### src/design/stbd_pkg.sv
// Shared types, constants and helper functions of the saved-track block decoder.
package stbd_pkg;

   localparam int BlockBytesDefault = 97;
   localparam int IdxW = 7;
   localparam int RecBytes = 12;
   localparam int WinBytes = RecBytes + 1;
   localparam int TailReads = 4;
   localparam int QueueDepth = 2;

   localparam logic [14:0] EleScale = 15'd31500;
   localparam logic [31:0] EleOffsetQ16 = 32'd98304000;
   localparam logic [23:0] FoldLimit = 24'd8388608;
   localparam logic [24:0] FoldSpan = 25'd16777216;
   localparam logic [31:0] TimeOffset = 32'd631065600;
   localparam logic [7:0] Div12Recip = 8'd171;
   localparam int Div12Shift = 11;

   typedef logic [IdxW-1:0] idx_type;

   typedef struct packed {
      logic bank;
      idx_type n;
      logic eot;
   } job_type;

   typedef enum logic [3:0] {
      ST_IDLE,
      ST_SETUP,
      ST_NEXT,
      ST_READ,
      ST_LAST,
      ST_CALC,
      ST_EMIT,
      ST_TAIL_SETUP,
      ST_TAIL_READ,
      ST_TAIL_LAST,
      ST_TAIL_CALC,
      ST_TAIL_EMIT,
      ST_DONE
   } state_type;

   // Exact floor(i / 12) for every 7-bit index.
   function automatic logic [3:0] div12(input idx_type i);
      logic [14:0] prod;
      prod = 15'(i) * 15'(Div12Recip);
      return 4'(prod >> Div12Shift);
   endfunction

   function automatic logic [24:0] fold24(input logic [23:0] v);
      logic [24:0] r;
      if (v > FoldLimit) begin
         r = 25'(v) - FoldSpan;
      end else begin
         r = 25'(v);
      end
      return r;
   endfunction

   function automatic logic [7:0] pick_byte(input logic [7:0] lo, input logic [7:0] hi,
                                            input logic [2:0] sh);
      logic [15:0] pair;
      pair = {hi, lo} >> sh;
      return pair[7:0];
   endfunction

endpackage

### src/design/stbd_ram.sv
// Generic single-write, single-read RAM with registered read data.
module stbd_ram #(
   parameter int Width = 8,
   parameter int Depth = 256
) (
   input  logic                     clock,
   input  logic                     wr_en,
   input  logic [$clog2(Depth)-1:0] wr_addr,
   input  logic [Width-1:0]         wr_data,
   input  logic [$clog2(Depth)-1:0] rd_addr,
   output logic [Width-1:0]         rd_data
);

   logic [Width-1:0] mem_ff [Depth];
   logic [Width-1:0] rd_data_ff;

   always_ff @(posedge clock) begin
      if (wr_en) begin
         mem_ff[wr_addr] <= wr_data;
      end
      rd_data_ff <= mem_ff[rd_addr];
   end

   assign rd_data = rd_data_ff;

endmodule

### src/design/stbd_front.sv
// Front end: accepts track bytes, fills the current buffer bank and posts block jobs.
module stbd_front #(
   parameter int BlockBytes = stbd_pkg::BlockBytesDefault,
   parameter int CntW = 7
) (
   input  logic                clock,
   input  logic                reset,
   input  logic                req_valid,
   output logic                req_stall,
   input  logic [7:0]          req_data_byte,
   input  logic                req_end_of_block,
   input  logic                req_end_of_track,
   output logic                ram_wr_en,
   output logic [CntW:0]       ram_wr_addr,
   output logic [7:0]          ram_wr_data,
   output logic                job_push,
   output stbd_pkg::job_type   job_data,
   input  logic                bank_free
);

   stbd_pkg::idx_type count_ff, count_in;
   logic              wbank_ff, wbank_in;
   logic [1:0]        busy_ff, busy_in;
   logic              accept;
   logic              room;

   always_comb begin
      accept = req_valid && !req_stall;
      room = count_ff < stbd_pkg::IdxW'(BlockBytes);

      ram_wr_en = accept && room;
      ram_wr_addr = {wbank_ff, count_ff[CntW-1:0]};
      ram_wr_data = req_data_byte;

      job_push = accept && req_end_of_block;
      job_data.bank = wbank_ff;
      job_data.n = count_ff + stbd_pkg::IdxW'(room);
      job_data.eot = req_end_of_track;

      count_in = count_ff;
      if (accept) begin
         if (req_end_of_block) begin
            count_in = '0;
         end else if (room) begin
            count_in = count_ff + stbd_pkg::IdxW'(1);
         end
      end
      wbank_in = wbank_ff ^ job_push;
      busy_in = busy_ff + 2'(job_push) - 2'(bank_free);
   end

   assign req_stall = busy_ff == 2'(stbd_pkg::QueueDepth);

   always_ff @(posedge clock) begin
      if (reset) begin
         count_ff <= '0;
         wbank_ff <= 1'b0;
         busy_ff <= '0;
      end else begin
         count_ff <= count_in;
         wbank_ff <= wbank_in;
         busy_ff <= busy_in;
      end
   end

`ifndef NO_ASSERTIONS
   a_busy_bounded: assert property (@(posedge clock) disable iff (reset)
      busy_ff <= 2'(stbd_pkg::QueueDepth))
      else $error("more blocks pending than buffer banks");

   a_free_when_busy: assert property (@(posedge clock) disable iff (reset)
      bank_free |-> busy_ff != 2'd0)
      else $error("bank released while no block was pending");
`endif

endmodule

### src/design/stbd_queue.sv
// Two-entry job queue between the front end and the back end.
module stbd_queue (
   input  logic              clock,
   input  logic              reset,
   input  logic              push,
   input  stbd_pkg::job_type push_data,
   input  logic              pop,
   output logic              empty,
   output stbd_pkg::job_type head
);

   stbd_pkg::job_type entry_ff [stbd_pkg::QueueDepth];
   stbd_pkg::job_type entry_in [stbd_pkg::QueueDepth];
   logic              wr_ptr_ff, wr_ptr_in;
   logic              rd_ptr_ff, rd_ptr_in;
   logic [1:0]        cnt_ff, cnt_in;

   always_comb begin
      entry_in = entry_ff;
      if (push) begin
         entry_in[wr_ptr_ff] = push_data;
      end
      wr_ptr_in = wr_ptr_ff ^ push;
      rd_ptr_in = rd_ptr_ff ^ pop;
      cnt_in = cnt_ff + 2'(push) - 2'(pop);
   end

   assign empty = cnt_ff == 2'd0;
   assign head = entry_ff[rd_ptr_ff];

   always_ff @(posedge clock) begin
      entry_ff <= entry_in;
      if (reset) begin
         wr_ptr_ff <= 1'b0;
         rd_ptr_ff <= 1'b0;
         cnt_ff <= '0;
      end else begin
         wr_ptr_ff <= wr_ptr_in;
         rd_ptr_ff <= rd_ptr_in;
         cnt_ff <= cnt_in;
      end
   end

endmodule

### src/design/stbd_back.sv
// Back end: descrambles a stored block record by record and emits track points.
module stbd_back #(
   parameter int CntW = 7
) (
   input  logic                clock,
   input  logic                reset,
   input  logic                job_empty,
   input  stbd_pkg::job_type   job_head,
   output logic                job_pop,
   output logic [CntW:0]       ram_rd_addr,
   input  logic [7:0]          ram_rd_data,
   output logic                bank_free,
   output logic                rsp_valid,
   input  logic                rsp_stall,
   output logic signed [24:0]  rsp_latitude_raw,
   output logic signed [24:0]  rsp_longitude_raw,
   output logic signed [31:0]  rsp_elevation_q16,
   output logic [31:0]         rsp_time_unix,
   output logic                rsp_closing_point,
   output logic                rsp_last
);

   localparam int IdxW1 = stbd_pkg::IdxW + 1;
   localparam int RecBytes = stbd_pkg::RecBytes;
   localparam int WinBytes = stbd_pkg::WinBytes;

   stbd_pkg::state_type state_ff, state_in;
   stbd_pkg::job_type   job_ff, job_in;
   logic [3:0]          nrec_ff, nrec_in;
   logic [3:0]          pass_ff, pass_in;
   logic [3:0]          rec_ff, rec_in;
   logic [3:0]          rd_cnt_ff, rd_cnt_in;
   logic                rd_pend_ff, rd_pend_in;
   logic                rd_zero_ff, rd_zero_in;
   logic [7:0]          win_ff [WinBytes];
   logic [7:0]          win_in [WinBytes];
   logic signed [24:0]  lat_ff, lat_in;
   logic signed [24:0]  lon_ff, lon_in;
   logic [31:0]         time_ff, time_in;
   logic [30:0]         prod_ff, prod_in;
   logic signed [24:0]  prev_lat_ff, prev_lat_in;
   logic signed [24:0]  prev_lon_ff, prev_lon_in;
   logic [31:0]         prev_time_ff, prev_time_in;
   logic                first_ff, first_in;
   logic [IdxW1-1:0]    a_lo_ff, a_lo_in;
   logic [IdxW1-1:0]    a_hi_ff, a_hi_in;
   logic [2:0]          sh_lo_ff, sh_lo_in;
   logic [2:0]          sh_hi_ff, sh_hi_in;
   logic                lo_ok_ff, lo_ok_in;
   logic                out_valid_ff, out_valid_in;
   logic signed [24:0]  out_lat_ff, out_lat_in;
   logic signed [24:0]  out_lon_ff, out_lon_in;
   logic signed [31:0]  out_ele_ff, out_ele_in;
   logic [31:0]         out_time_ff, out_time_in;
   logic                out_closing_ff, out_closing_in;
   logic                out_last_ff, out_last_in;

   logic                out_free;
   logic                rec_go;
   logic                tail_go;
   logic                out_load;
   logic                issue;
   logic [IdxW1-1:0]    rd_idx;
   logic [7:0]          fb [RecBytes];
   logic [7:0]          tail_hi;
   logic [7:0]          tail_lo;
   stbd_pkg::idx_type   c_val;
   stbd_pkg::idx_type   i_hi;
   stbd_pkg::idx_type   i_lo;
   logic [3:0]          d_hi;
   logic [3:0]          d_lo;
   logic [3:0]          k_hi;
   logic [3:0]          k_lo;

   assign out_free = !out_valid_ff || !rsp_stall;
   assign rec_go = (state_ff == stbd_pkg::ST_EMIT) && (first_ff || out_free);
   assign tail_go = (state_ff == stbd_pkg::ST_TAIL_EMIT) && out_free;
   assign out_load = (rec_go && !first_ff) || tail_go;

   // Next state.
   always_comb begin
      state_in = state_ff;
      unique case (state_ff)
         stbd_pkg::ST_IDLE: begin
            if (!job_empty) begin
               state_in = stbd_pkg::ST_SETUP;
            end
         end
         stbd_pkg::ST_SETUP: state_in = stbd_pkg::ST_NEXT;
         stbd_pkg::ST_NEXT: begin
            if (rec_ff < nrec_ff) begin
               state_in = stbd_pkg::ST_READ;
            end else if (job_ff.eot) begin
               state_in = stbd_pkg::ST_TAIL_SETUP;
            end else begin
               state_in = stbd_pkg::ST_DONE;
            end
         end
         stbd_pkg::ST_READ: begin
            if (rd_cnt_ff == 4'(RecBytes)) begin
               state_in = stbd_pkg::ST_LAST;
            end
         end
         stbd_pkg::ST_LAST: state_in = stbd_pkg::ST_CALC;
         stbd_pkg::ST_CALC: state_in = stbd_pkg::ST_EMIT;
         stbd_pkg::ST_EMIT: begin
            if (rec_go) begin
               state_in = stbd_pkg::ST_NEXT;
            end
         end
         stbd_pkg::ST_TAIL_SETUP: state_in = stbd_pkg::ST_TAIL_READ;
         stbd_pkg::ST_TAIL_READ: begin
            if (rd_cnt_ff == 4'(stbd_pkg::TailReads - 1)) begin
               state_in = stbd_pkg::ST_TAIL_LAST;
            end
         end
         stbd_pkg::ST_TAIL_LAST: state_in = stbd_pkg::ST_TAIL_CALC;
         stbd_pkg::ST_TAIL_CALC: state_in = stbd_pkg::ST_TAIL_EMIT;
         stbd_pkg::ST_TAIL_EMIT: begin
            if (tail_go) begin
               state_in = stbd_pkg::ST_DONE;
            end
         end
         stbd_pkg::ST_DONE: state_in = stbd_pkg::ST_IDLE;
         default: state_in = stbd_pkg::ST_IDLE;
      endcase
   end

   // Datapath and outputs.
   always_comb begin
      job_in = job_ff;
      nrec_in = nrec_ff;
      pass_in = pass_ff;
      rec_in = rec_ff;
      rd_cnt_in = rd_cnt_ff;
      lat_in = lat_ff;
      lon_in = lon_ff;
      time_in = time_ff;
      prod_in = prod_ff;
      prev_lat_in = prev_lat_ff;
      prev_lon_in = prev_lon_ff;
      prev_time_in = prev_time_ff;
      first_in = first_ff;
      a_lo_in = a_lo_ff;
      a_hi_in = a_hi_ff;
      sh_lo_in = sh_lo_ff;
      sh_hi_in = sh_hi_ff;
      lo_ok_in = lo_ok_ff;
      out_lat_in = out_lat_ff;
      out_lon_in = out_lon_ff;
      out_ele_in = out_ele_ff;
      out_time_in = out_time_ff;
      out_closing_in = out_closing_ff;
      out_last_in = out_last_ff;

      job_pop = (state_ff == stbd_pkg::ST_IDLE) && !job_empty;
      bank_free = state_ff == stbd_pkg::ST_DONE;
      issue = (state_ff == stbd_pkg::ST_READ) || (state_ff == stbd_pkg::ST_TAIL_READ);

      // Record r needs raw bytes from 12r + r/8, shifted right by r mod 8 bits.
      rd_idx = IdxW1'(rec_ff) * IdxW1'(RecBytes) + IdxW1'(rec_ff[3]) + IdxW1'(rd_cnt_ff);
      if (state_ff == stbd_pkg::ST_TAIL_READ) begin
         case (rd_cnt_ff[1:0])
            2'd0: rd_idx = a_lo_ff;
            2'd1: rd_idx = a_lo_ff + IdxW1'(1);
            2'd2: rd_idx = a_hi_ff;
            default: rd_idx = a_hi_ff + IdxW1'(1);
         endcase
      end
      ram_rd_addr = {job_ff.bank, rd_idx[CntW-1:0]};
      rd_zero_in = rd_idx >= IdxW1'(job_ff.n);
      rd_pend_in = issue;
      if (issue) begin
         rd_cnt_in = rd_cnt_ff + 4'd1;
      end

      win_in = win_ff;
      if (rd_pend_ff) begin
         for (int b = 0; b < WinBytes - 1; b++) begin
            win_in[b] = win_ff[b + 1];
         end
         win_in[WinBytes - 1] = rd_zero_ff ? 8'd0 : ram_rd_data;
      end

      for (int b = 0; b < RecBytes; b++) begin
         fb[b] = stbd_pkg::pick_byte(win_ff[b], win_ff[b + 1], rec_ff[2:0]);
      end
      tail_hi = stbd_pkg::pick_byte(win_ff[WinBytes - 2], win_ff[WinBytes - 1], sh_hi_ff);
      tail_lo = lo_ok_ff ?
                stbd_pkg::pick_byte(win_ff[WinBytes - 4], win_ff[WinBytes - 3], sh_lo_ff) :
                8'd0;

      c_val = (job_ff.n > stbd_pkg::IdxW'(RecBytes)) ?
              job_ff.n - stbd_pkg::IdxW'(1) : job_ff.n;
      i_hi = c_val - stbd_pkg::IdxW'(1);
      i_lo = c_val - stbd_pkg::IdxW'(2);
      d_hi = stbd_pkg::div12(i_hi);
      d_lo = stbd_pkg::div12(i_lo);
      k_hi = (d_hi > pass_ff) ? pass_ff : d_hi;
      k_lo = (d_lo > pass_ff) ? pass_ff : d_lo;

      unique case (state_ff)
         stbd_pkg::ST_IDLE: begin
            if (!job_empty) begin
               job_in = job_head;
            end
         end
         stbd_pkg::ST_SETUP: begin
            nrec_in = stbd_pkg::div12(job_ff.n - stbd_pkg::IdxW'(1));
            pass_in = (job_ff.n >= stbd_pkg::IdxW'(2)) ?
                      stbd_pkg::div12(job_ff.n - stbd_pkg::IdxW'(2)) : 4'd0;
            rec_in = '0;
         end
         stbd_pkg::ST_NEXT: rd_cnt_in = '0;
         stbd_pkg::ST_CALC: begin
            prod_in = 31'({fb[1], fb[0]}) * 31'(stbd_pkg::EleScale);
            lat_in = $signed(stbd_pkg::fold24({fb[4], fb[3], fb[2]}));
            lon_in = $signed(stbd_pkg::fold24({fb[7], fb[6], fb[5]}));
            time_in = {fb[11], fb[10], fb[9], fb[8]} + stbd_pkg::TimeOffset;
         end
         stbd_pkg::ST_EMIT: begin
            if (rec_go) begin
               prev_lat_in = lat_ff;
               prev_lon_in = lon_ff;
               prev_time_in = time_ff;
               first_in = 1'b0;
               rec_in = rec_ff + 4'd1;
            end
         end
         stbd_pkg::ST_TAIL_SETUP: begin
            a_hi_in = IdxW1'(i_hi) + IdxW1'(k_hi[3]);
            a_lo_in = IdxW1'(i_lo) + IdxW1'(k_lo[3]);
            sh_hi_in = k_hi[2:0];
            sh_lo_in = k_lo[2:0];
            lo_ok_in = c_val >= stbd_pkg::IdxW'(2);
            rd_cnt_in = '0;
         end
         stbd_pkg::ST_TAIL_CALC: begin
            prod_in = 31'({tail_hi, tail_lo}) * 31'(stbd_pkg::EleScale);
         end
         stbd_pkg::ST_TAIL_EMIT: begin
            if (tail_go) begin
               first_in = 1'b1;
            end
         end
         default: begin
         end
      endcase

      if (out_load) begin
         out_lat_in = prev_lat_ff;
         out_lon_in = prev_lon_ff;
         out_ele_in = $signed(32'(prod_ff) - stbd_pkg::EleOffsetQ16);
         out_time_in = prev_time_ff;
         out_closing_in = tail_go;
         out_last_in = tail_go || ((rec_ff + 4'd1 == nrec_ff) && !job_ff.eot);
      end
      out_valid_in = out_load || (out_valid_ff && rsp_stall);
   end

   always_ff @(posedge clock) begin
      job_ff <= job_in;
      nrec_ff <= nrec_in;
      pass_ff <= pass_in;
      rec_ff <= rec_in;
      rd_cnt_ff <= rd_cnt_in;
      rd_zero_ff <= rd_zero_in;
      win_ff <= win_in;
      lat_ff <= lat_in;
      lon_ff <= lon_in;
      time_ff <= time_in;
      prod_ff <= prod_in;
      a_lo_ff <= a_lo_in;
      a_hi_ff <= a_hi_in;
      sh_lo_ff <= sh_lo_in;
      sh_hi_ff <= sh_hi_in;
      lo_ok_ff <= lo_ok_in;
      out_lat_ff <= out_lat_in;
      out_lon_ff <= out_lon_in;
      out_ele_ff <= out_ele_in;
      out_time_ff <= out_time_in;
      out_closing_ff <= out_closing_in;
      out_last_ff <= out_last_in;
      if (reset) begin
         state_ff <= stbd_pkg::ST_IDLE;
         rd_pend_ff <= 1'b0;
         prev_lat_ff <= '0;
         prev_lon_ff <= '0;
         prev_time_ff <= '0;
         first_ff <= 1'b1;
         out_valid_ff <= 1'b0;
      end else begin
         state_ff <= state_in;
         rd_pend_ff <= rd_pend_in;
         prev_lat_ff <= prev_lat_in;
         prev_lon_ff <= prev_lon_in;
         prev_time_ff <= prev_time_in;
         first_ff <= first_in;
         out_valid_ff <= out_valid_in;
      end
   end

   assign rsp_valid = out_valid_ff;
   assign rsp_latitude_raw = out_lat_ff;
   assign rsp_longitude_raw = out_lon_ff;
   assign rsp_elevation_q16 = out_ele_ff;
   assign rsp_time_unix = out_time_ff;
   assign rsp_closing_point = out_closing_ff;
   assign rsp_last = out_last_ff;

`ifndef NO_ASSERTIONS
   a_closing_is_last: assert property (@(posedge clock) disable iff (reset)
      out_valid_ff && out_closing_ff |-> out_last_ff)
      else $error("closing point not flagged as last");

   a_window_drained: assert property (@(posedge clock) disable iff (reset)
      (state_ff == stbd_pkg::ST_CALC || state_ff == stbd_pkg::ST_TAIL_CALC) |-> !rd_pend_ff)
      else $error("field extraction while a read is still in flight");
`endif

endmodule

### src/design/saved_track_block_decoder_unit.sv
// Top level of the saved-track block decoder: front end, job queue, buffer RAM, back end.
//
// The request channel takes one raw track byte per accepted request, with flags
// marking the last byte of a block and the last block of a track. Bytes beyond
// BLOCK_BYTES in one block are dropped. Requests are taken one per cycle into one
// of two buffer banks; req_stall rises only while both banks hold blocks that the
// back end has not yet finished.
// The back end walks a block one 12-byte record at a time: 13 buffer reads through
// the single RAM read port, then extract, scale and emit, so the RAM read port sets
// the sustained pace of a full block.
// Each point leaves through an output register; while rsp_stall is high the point
// holds and the back end waits, while the front end keeps filling the free bank.
// Reset clears the byte count, the bank and queue state, the held point (all zero)
// and marks the next record as the first of a track. Buffer contents are not
// cleared and need no clearing pass.
module saved_track_block_decoder_unit #(
   parameter int BLOCK_BYTES = stbd_pkg::BlockBytesDefault
) (
   input  logic               clock,
   input  logic               reset,
   input  logic               req_valid,
   output logic               req_stall,
   input  logic [7:0]         req_data_byte,
   input  logic               req_end_of_block,
   input  logic               req_end_of_track,
   output logic               rsp_valid,
   input  logic               rsp_stall,
   output logic signed [24:0] rsp_latitude_raw,
   output logic signed [24:0] rsp_longitude_raw,
   output logic signed [31:0] rsp_elevation_q16,
   output logic [31:0]        rsp_time_unix,
   output logic               rsp_closing_point,
   output logic               rsp_last
);

   localparam int CntW = $clog2(BLOCK_BYTES + 1);
   localparam int RamDepth = 2 * (2 ** CntW);

   logic              ram_wr_en;
   logic [CntW:0]     ram_wr_addr;
   logic [7:0]        ram_wr_data;
   logic [CntW:0]     ram_rd_addr;
   logic [7:0]        ram_rd_data;
   logic              job_push;
   stbd_pkg::job_type job_wdata;
   logic              job_pop;
   logic              job_empty;
   stbd_pkg::job_type job_head;
   logic              bank_free;

   stbd_front #(
      .BlockBytes(BLOCK_BYTES),
      .CntW(CntW)
   ) u_front (
      .clock(clock),
      .reset(reset),
      .req_valid(req_valid),
      .req_stall(req_stall),
      .req_data_byte(req_data_byte),
      .req_end_of_block(req_end_of_block),
      .req_end_of_track(req_end_of_track),
      .ram_wr_en(ram_wr_en),
      .ram_wr_addr(ram_wr_addr),
      .ram_wr_data(ram_wr_data),
      .job_push(job_push),
      .job_data(job_wdata),
      .bank_free(bank_free)
   );

   stbd_queue u_queue (
      .clock(clock),
      .reset(reset),
      .push(job_push),
      .push_data(job_wdata),
      .pop(job_pop),
      .empty(job_empty),
      .head(job_head)
   );

   stbd_ram #(
      .Width(8),
      .Depth(RamDepth)
   ) u_ram (
      .clock(clock),
      .wr_en(ram_wr_en),
      .wr_addr(ram_wr_addr),
      .wr_data(ram_wr_data),
      .rd_addr(ram_rd_addr),
      .rd_data(ram_rd_data)
   );

   stbd_back #(
      .CntW(CntW)
   ) u_back (
      .clock(clock),
      .reset(reset),
      .job_empty(job_empty),
      .job_head(job_head),
      .job_pop(job_pop),
      .ram_rd_addr(ram_rd_addr),
      .ram_rd_data(ram_rd_data),
      .bank_free(bank_free),
      .rsp_valid(rsp_valid),
      .rsp_stall(rsp_stall),
      .rsp_latitude_raw(rsp_latitude_raw),
      .rsp_longitude_raw(rsp_longitude_raw),
      .rsp_elevation_q16(rsp_elevation_q16),
      .rsp_time_unix(rsp_time_unix),
      .rsp_closing_point(rsp_closing_point),
      .rsp_last(rsp_last)
   );

endmodule

### config.mk
export PLATFORM = sky130hd
export DESIGN_NAME = saved_track_block_decoder_unit
export DESIGN_NICKNAME = d
export VERILOG_FILES = /design/src/design/stbd_pkg.sv /design/src/design/stbd_ram.sv /design/src/design/stbd_front.sv /design/src/design/stbd_queue.sv /design/src/design/stbd_back.sv /design/src/design/saved_track_block_decoder_unit.sv
export SDC_FILE = /design/constraint.sdc
export NUM_CORES = 2
export LEC_CHECK = 0
export ABC_AREA = 0
export BUFFER_PORTS_ARGS = -buffer_cell sky130_fd_sc_hd__buf_2
export CORE_UTILIZATION = 55
export CTS_BUF_LIST = sky130_fd_sc_hd__clkbuf_8
export CTS_CLUSTER_SIZE = 40
export DETAILED_ROUTE_END_ITERATION = 16
export PLACE_DENSITY = 0.71
export SLEW_MARGIN = 0
export SYNTH_ARGS = -nofsm -noshare
export SYNTH_HDL_FRONTEND = slang
export SYNTH_SLANG_ARGS = --single-unit
### constraint.sdc
create_clock -name clock -period 25 [get_ports clock]
set_clock_uncertainty 0.05 [all_clocks]
set_input_delay 1.25 -clock clock [delete_from_list [all_inputs] [get_ports clock]]
set_output_delay 1.25 -clock clock [all_outputs]
set_load 0.01 [all_outputs]
---- After elaboration in Yosys (flattened, before gate mapping) ----
Memories as Yosys holds them, arrays and structs flattened. A register that Yosys moved wholly into a read port is not among the register bits.
Cells that the tools add are included.
word-level totals
  register bits after elaboration ......... 503
  memory bits (writable) .................. 2048
  bits of input ports ..................... 14
  output and inout bits ................... 118
  memories kept ........................... 1
operators by class
  add/sub/neg operators ................... 22
  multipliers ............................. 7
  magnitude comparators ................... 13
  equality and inequality tests ........... 23
  shifts and indexed selects .............. 14
  mux-type cells .......................... 32
  bitwise operators ....................... 6
  reduce and logical (&&, ||, !) cells .... 36
memories
  memory        depth  bits a word  rd ports  clocked after memory_dff  write ports  line            text
  u_ram.mem_ff  256    8            1         1                         1            stbd_ram.sv:14  logic [Width-1:0] mem_ff [Depth];
operators with widths
  operator                  number
  $shr A16 B3 Y8            14
  $pmux W31 S2              1
  $mul A7 B8 Y15 const B    4
  $mul A16 B13 Y29 const B  2
  $sub A24 B25 Y25 const B  2
  $gt A24 B24 Y1 const B    2
  $mux W24                  2
  $pmux W4 S12              1
  $mux W4                   10
  $mux W9                   4
  $add A32 B30 Y32 const B  1
  $sub A31 B27 Y32 const B  1
  $eq A4 B4 Y1 const B      6
  $pmux W8 S3               1
  $mux W7                   3
  $bwmux W18                1
  $add A7 B1 Y8             2
  $add A8 B1 Y8 const B     2
  $eq A4 B3 Y1 const B      4
  $mux W8                   2
  $ge A7 B2 Y1 const B      2
  $sub A7 B1 Y7 const B     2
  $sub A7 B2 Y7 const B     2
  $eq A4 B2 Y1 const B      3
  38 further kinds          79

---- Longest topological paths before layout ----
  word-level depth ........................ 7
  depth in mapped cells ................... 36
  gate-level depth less buffers ........... 36

---- Modules after synthesis ----
Synthesis repeated with hierarchy kept, for this count alone.
second synthesis, totals
  cells, all modules ...................... 6899
  area, all modules ....................... 114939.0 µm²
by module, submodules not included
  module      times used  cells each  area each (µm²)  sequential area each (µm²)
  stbd_ram    1           3733        79556.3          61659.1
  stbd_back   1           3035        33818.7          13082.5
  stbd_queue  1           46          847.1            620.6
  stbd_front  1           85          716.9            200.2

---- Worst setup path before layout ----
OpenSTA, ideal clock, no wires.
  path kind ............................... reg-to-reg
  from .................................... reg u_back.rec_ff[1]
  to ...................................... reg u_back.prod_ff[29] (data pin)
  arrival time ............................ 7.748 ns
  data required time ...................... 24.681 ns
  path slack .............................. 16.933 ns
  stages on the path, launching flop included .. 28
  buffers on the path ..................... 5
  path through ............................ edfxtp_1 buf_1 buf_1 buf_1 clkbuf_1 buf_1 a21oi_1 o21ai_0 inv_1 fa_1 fa_1 inv_1 fa_1 inv_1 fa_1 fa_1 inv_1 ha_1 a21o_1 a21oi_1 o21ai_0 nor2_1 o21ai_0 o41ai_1 o21ai_0 a31oi_1 xor2_1 mux2i_1
on the way
  longest elaborated chain between the ends .. 3
  elaborated cells between the ends (all ways) .. 4
ends and longest elaborated chain
  what                          line              text
  start, declared               stbd_back.sv:31   logic [3:0] rec_ff, rec_in;
  start signal, assigned        stbd_back.sv:265  rec_ff <= rec_in;
  $shr A16 B3 Y8                stbd_pkg.sv:63    pair = {hi, lo} >> sh;
  $mul A16 B13 Y29 (*)          stbd_back.sv:216  prod_in = 31'({fb[1], fb[0]}) * 31'(stbd_pkg::EleScale);
  $pmux W31 S2 (*)              stbd_back.sv:202  unique case (state_ff)
  named net u_back.prod_in[29]  stbd_back.sv:40   logic [30:0] prod_ff, prod_in;
  end signal, assigned          stbd_back.sv:272  prod_ff <= prod_in;
  end, declared                 stbd_back.sv:40
The timed path passes the listed nets; every way through them passes the cells marked *. The select of a mux whose other input is x is not followed.
A chain may end at the register's enable or synchronous reset.

---- Worst setup path in the final report ----
  from .................................... reg u_back.job_ff[1] (netlist name)
  to ...................................... reg u_back.a_hi_ff[4] (data pin)
on the way
  longest elaborated chain between the ends .. 7
  elaborated cells between the ends (all ways) .. 8
ends and longest elaborated chain
  what                                                  line                                text
  start, declared                                       stbd_back.sv:28                     stbd_pkg::job_type job_ff, job_in;
  start signal, assigned                                stbd_back.sv:262                    job_ff <= job_in;
  $sub A7 B1 Y7 / $gt A7 B4 Y1 (equally long branches)  stbd_back.sv:194, stbd_back.sv:193
  $mux W7 (*)                                           stbd_back.sv:193                    c_val = (job_ff.n > stbd_pkg::IdxW'(RecBytes)) ?
  $sub A7 B1 Y7 (*)                                     stbd_back.sv:195                    i_hi = c_val - stbd_pkg::IdxW'(1);
  $mul A7 B8 Y15                                        stbd_pkg.sv:46                      prod = 15'(i) * 15'(Div12Recip);
  $gt A4 B4 Y1                                          stbd_back.sv:199                    k_hi = (d_hi > pass_ff) ? pass_ff : d_hi;
  $mux W4                                               stbd_back.sv:199
  $add A7 B1 Y8 (*)                                     stbd_back.sv:231                    a_hi_in = IdxW1'(i_hi) + IdxW1'(k_hi[3]);
  end signal, assigned                                  stbd_back.sv:274                    a_hi_ff <= a_hi_in;
  end, declared                                         stbd_back.sv:46                     logic [IdxW1-1:0] a_hi_ff, a_hi_in;
Mark *: on every way between the ends. The rest lies on a longest branch, timed or not.

==> impl_metrics.yaml <==
sta:
  tightest_slew_ns: 1.26
  final_min_period_over_clock_period_pct: 35.9
  tns_ns: 0
  rsz0062_at_grt: "false"
  max_slew_margin_pct: 15.5
  fmax_mhz: 111
  min_period_ns: 8.98
  hold_viol: 0
  setup_viol: 0
  drv_slew: 0
place:
  port_buffers: 129
  post_dp_cell_area_um2: 119000
  dpl.cell_count: 10000
  dp_hpwl_mm: 163
  gp_congestion: 0.904
finish:
  drive_above_1_share_pct: 16.4
  areaGrowthSynthToFinish_pct: 10.8
  n_fill_cell: 15000
  design_area_um2: 126000
  stdcell_count: 10700
  nets: 8351
cts:
  clk_path_buf_depth: 4
  clk_pin_slew_worst_paths_ns: 0.06
  cts_buffers: 407
  cts_tree: "built"
  root_buffer: "clkbuf_8"
  post_cts_buffers: 0
  clock-sinks: 2555
  worstSkewPairLatency_ns: 1.12
  cts_resized: 0
  htree_levels: 5
  hold_buffers: 0
yosys:
  synth_commonest_cells: "edfxtp_1, nand2_1, mux4_2"
  yosys.area.top_type: "edfxtp_1"
  synth_top_area_share_pct: 64.2
  yosys_warnings: 0
  synth-seq-cells: 2555
  synth_area_per_cell_um2: 16.2
  ys_seq_area_share_pct: 66.3
  synthFlopType: "edfxtp_1"
  synth_most_common_cell: "edfxtp_1"
  netlist_area_um2: 114000
  synthArstFlopShare_pct: 0
  synth_edf_count: 2439
  ys_top_cells_by_area: "edfxtp_1, mux4_2, ha_1, fa_1, nand2_1"
  syn_inst: 7037
  synth_cell_types: 87
setup_path:
  required_ns: 25.70
  critPathKind: "register to register"
  ff2ff_path_depth: 30
  critPathBufInv: 4
  worst_path_largest_cell_delay_ns: 0.60
  end_kind: "register"
  slowest_stage: "xnor2_1"
  cp.depth: 30
  critPathMaxFanout: 10
  r2r_end: "u_back.a_hi_ff[4]$_DFFE_PP_"
  arrival_ns: 9.68
  r2r-start: "u_back.job_ff[1]$_DFFE_PP_"
  cpMostUsedCell: "ha_1"
  worstSetupStartpoint: "u_back.job_ff[1]$_DFFE_PP_"
  start_kind: "register"
  critical_path.top_delay_family: "adder cells"
  cp-endpoint: "u_back.a_hi_ff[4]$_DFFE_PP_"
  reg2reg_slack_ns: 16.02
detailed_routing:
  vias: 64000
  drt-total-wl_mm: 260
  drt_iter0_markers: 6863
  antenna_left: 0
  wl_per_cell_um: 24.2
  drt-pass1-iter-count: 6
  drc_errors: 0
  drt-vias-per-instance: 5.96
global_route:
  grt_max_degree: 175
  grt_pass1_wl_mm: 394
  antenna_found_initial: 10
  grt-ovfl-total: 0
  track_usage_pct: 25.0
  grt_pass1_vias: 64800
floorplanning:
  initial_core_util_pct: 55.5
  ios: 132
  die_h_um: 457
  die_w_um: 457
  die_area_um2: 209000
  placementRows: 166
  core-area_um2: 205000
job:
  drv_cap: 0
hold_path:
  hp-class: "register to register"
run_status:
  status: "finished, final reports clean"
-- cell families after synthesis --
kind of cell | after synthesis | share of synthesized area [%]
flip-flops | 2555 | 66.3
AND/OR/NAND/NOR | 1483 | 5.71
AO/OA/AOI/OAI | 906 | 5.29
buffers and inverters | 707 | 2.63
multiplexers | 648 | 11.3
adder cells (fa/ha/maj) | 592 | 7.69
XOR/XNOR | 145 | 1.11
other | 1 | 0.00329
-- sequential cells by signal (all words and copies together), names as in the netlist, 18 cells and up --
| name | count |
|---|---|
| u_ram.mem_ff | 2048 |
| u_back.win_ff | 104 |
| u_back.prev_time_ff | 32 |
| u_back.rsp_time_unix | 32 |
| u_back.time_ff | 32 |
| u_back.rsp_elevation_q16 | 30 |
| u_back.prod_ff | 29 |
| u_back.lat_ff | 25 |
| u_back.lon_ff | 25 |
| u_back.prev_lat_ff | 25 |
| u_back.prev_lon_ff | 25 |
| u_back.rsp_latitude_raw | 25 |
| u_back.rsp_longitude_raw | 25 |
| u_queue.entry_ff | 18 |
-- area by class of cell --
cell class / count / area (um2) / area share, %
clock buffers: 425 / 5850 / 4.63
inverters: 334 / 1290 / 1.02
clock inverters: 293 / 1420 / 1.12
diodes: 3 / 7.51 / 0.00594
flip-flops and latches: 2555 / 75600 / 59.8
repair buffers: 223 / 1450 / 1.15
well taps: 2688 / 3360 / 2.66
multi-input cells: 4224 / 37400 / 29.6
-- stage by stage --
step / hold WS, ns / setup WS (ns) / util (%)
floorplan: 0.350 / 16.93 / -
CTS: 0.338 / 16.01 / 61.5
detailed placement: 0.355 / 16.07 / 57.9
finish: 0.343 / 16.02 / 61.5
global placement: 0.353 / 16.15 / 57.9
global route: 0.343 / 15.22 / 61.5
-- cell usage in the layout (no fill, tap or decap), types with 95 or more instances in the layout --
cell      synthesis  routed
ha_1            411     411
fa_1            181     181
dfxtp_1         116     115
conb_1            1     450
edfxtp_1       2439    2439
o21ai_0         101     101
mux4_2          507     507
buf_2            46     120
nor2_1          330     322
a22oi_1         181     181
clkinv_1          1     113
nand3_1          97      95
clkbuf_8          0     425
a21oi_1         259     257
inv_1           328     440
nand2_1         734     730
-- worst register-to-register path: cells and delay by family, from the launching register on --
family | cells | cell delay [ns]
AO/OA/AOI/OAI | 5 | 1.09
XOR/XNOR | 3 | 1.13
adder cells (fa/ha/maj) | 8 | 3.02
buffers and inverters | 4 | 0.99
flip-flops | 1 | 0.49
multiplexers | 1 | 0.39
AND/OR/NAND/NOR | 9 | 1.49
-- worst min path at each step --
stage / cells after the start / slack (ns) / to / startpoint
global route: 0 / 0.34 / u_back.rsp_elevation_q16[13]$_DFFE_PP_ / u_back.prod_ff[13]$_DFFE_PP_
finish: 0 / 0.34 / u_back.rsp_elevation_q16[8]$_DFFE_PP_ / u_back.prod_ff[8]$_DFFE_PP_
global placement: 0 / 0.35 / u_back.win_ff[15]$_DFFE_PP_ / u_back.win_ff[7]$_SDFFCE_PP0P_
CTS: 0 / 0.34 / u_back.rsp_elevation_q16[8]$_DFFE_PP_ / u_back.prod_ff[8]$_DFFE_PP_
detailed placement: 0 / 0.35 / u_back.rsp_elevation_q16[14]$_DFFE_PP_ / u_back.prod_ff[14]$_DFFE_PP_
floorplan: 0 / 0.35 / u_back.rsp_elevation_q16[10]$_DFFE_PP_ / u_back.prod_ff[10]$_DFFE_PP_
-- layer usage --
layer / track usage [%] / routed length (um) / vias up
met5: 0 / 24 / -
met2: 40.6 / 126000 / 2994
li1: - / - / 28200
met3: 4.87 / 21900 / 566
met4: 9.81 / 9920 / 4
met1: 33.5 / 102000 / 32300
Power is left out: the tool's default activity adds up to more than one toggle a clock period on the data nets, which glitch-free logic cannot reach.
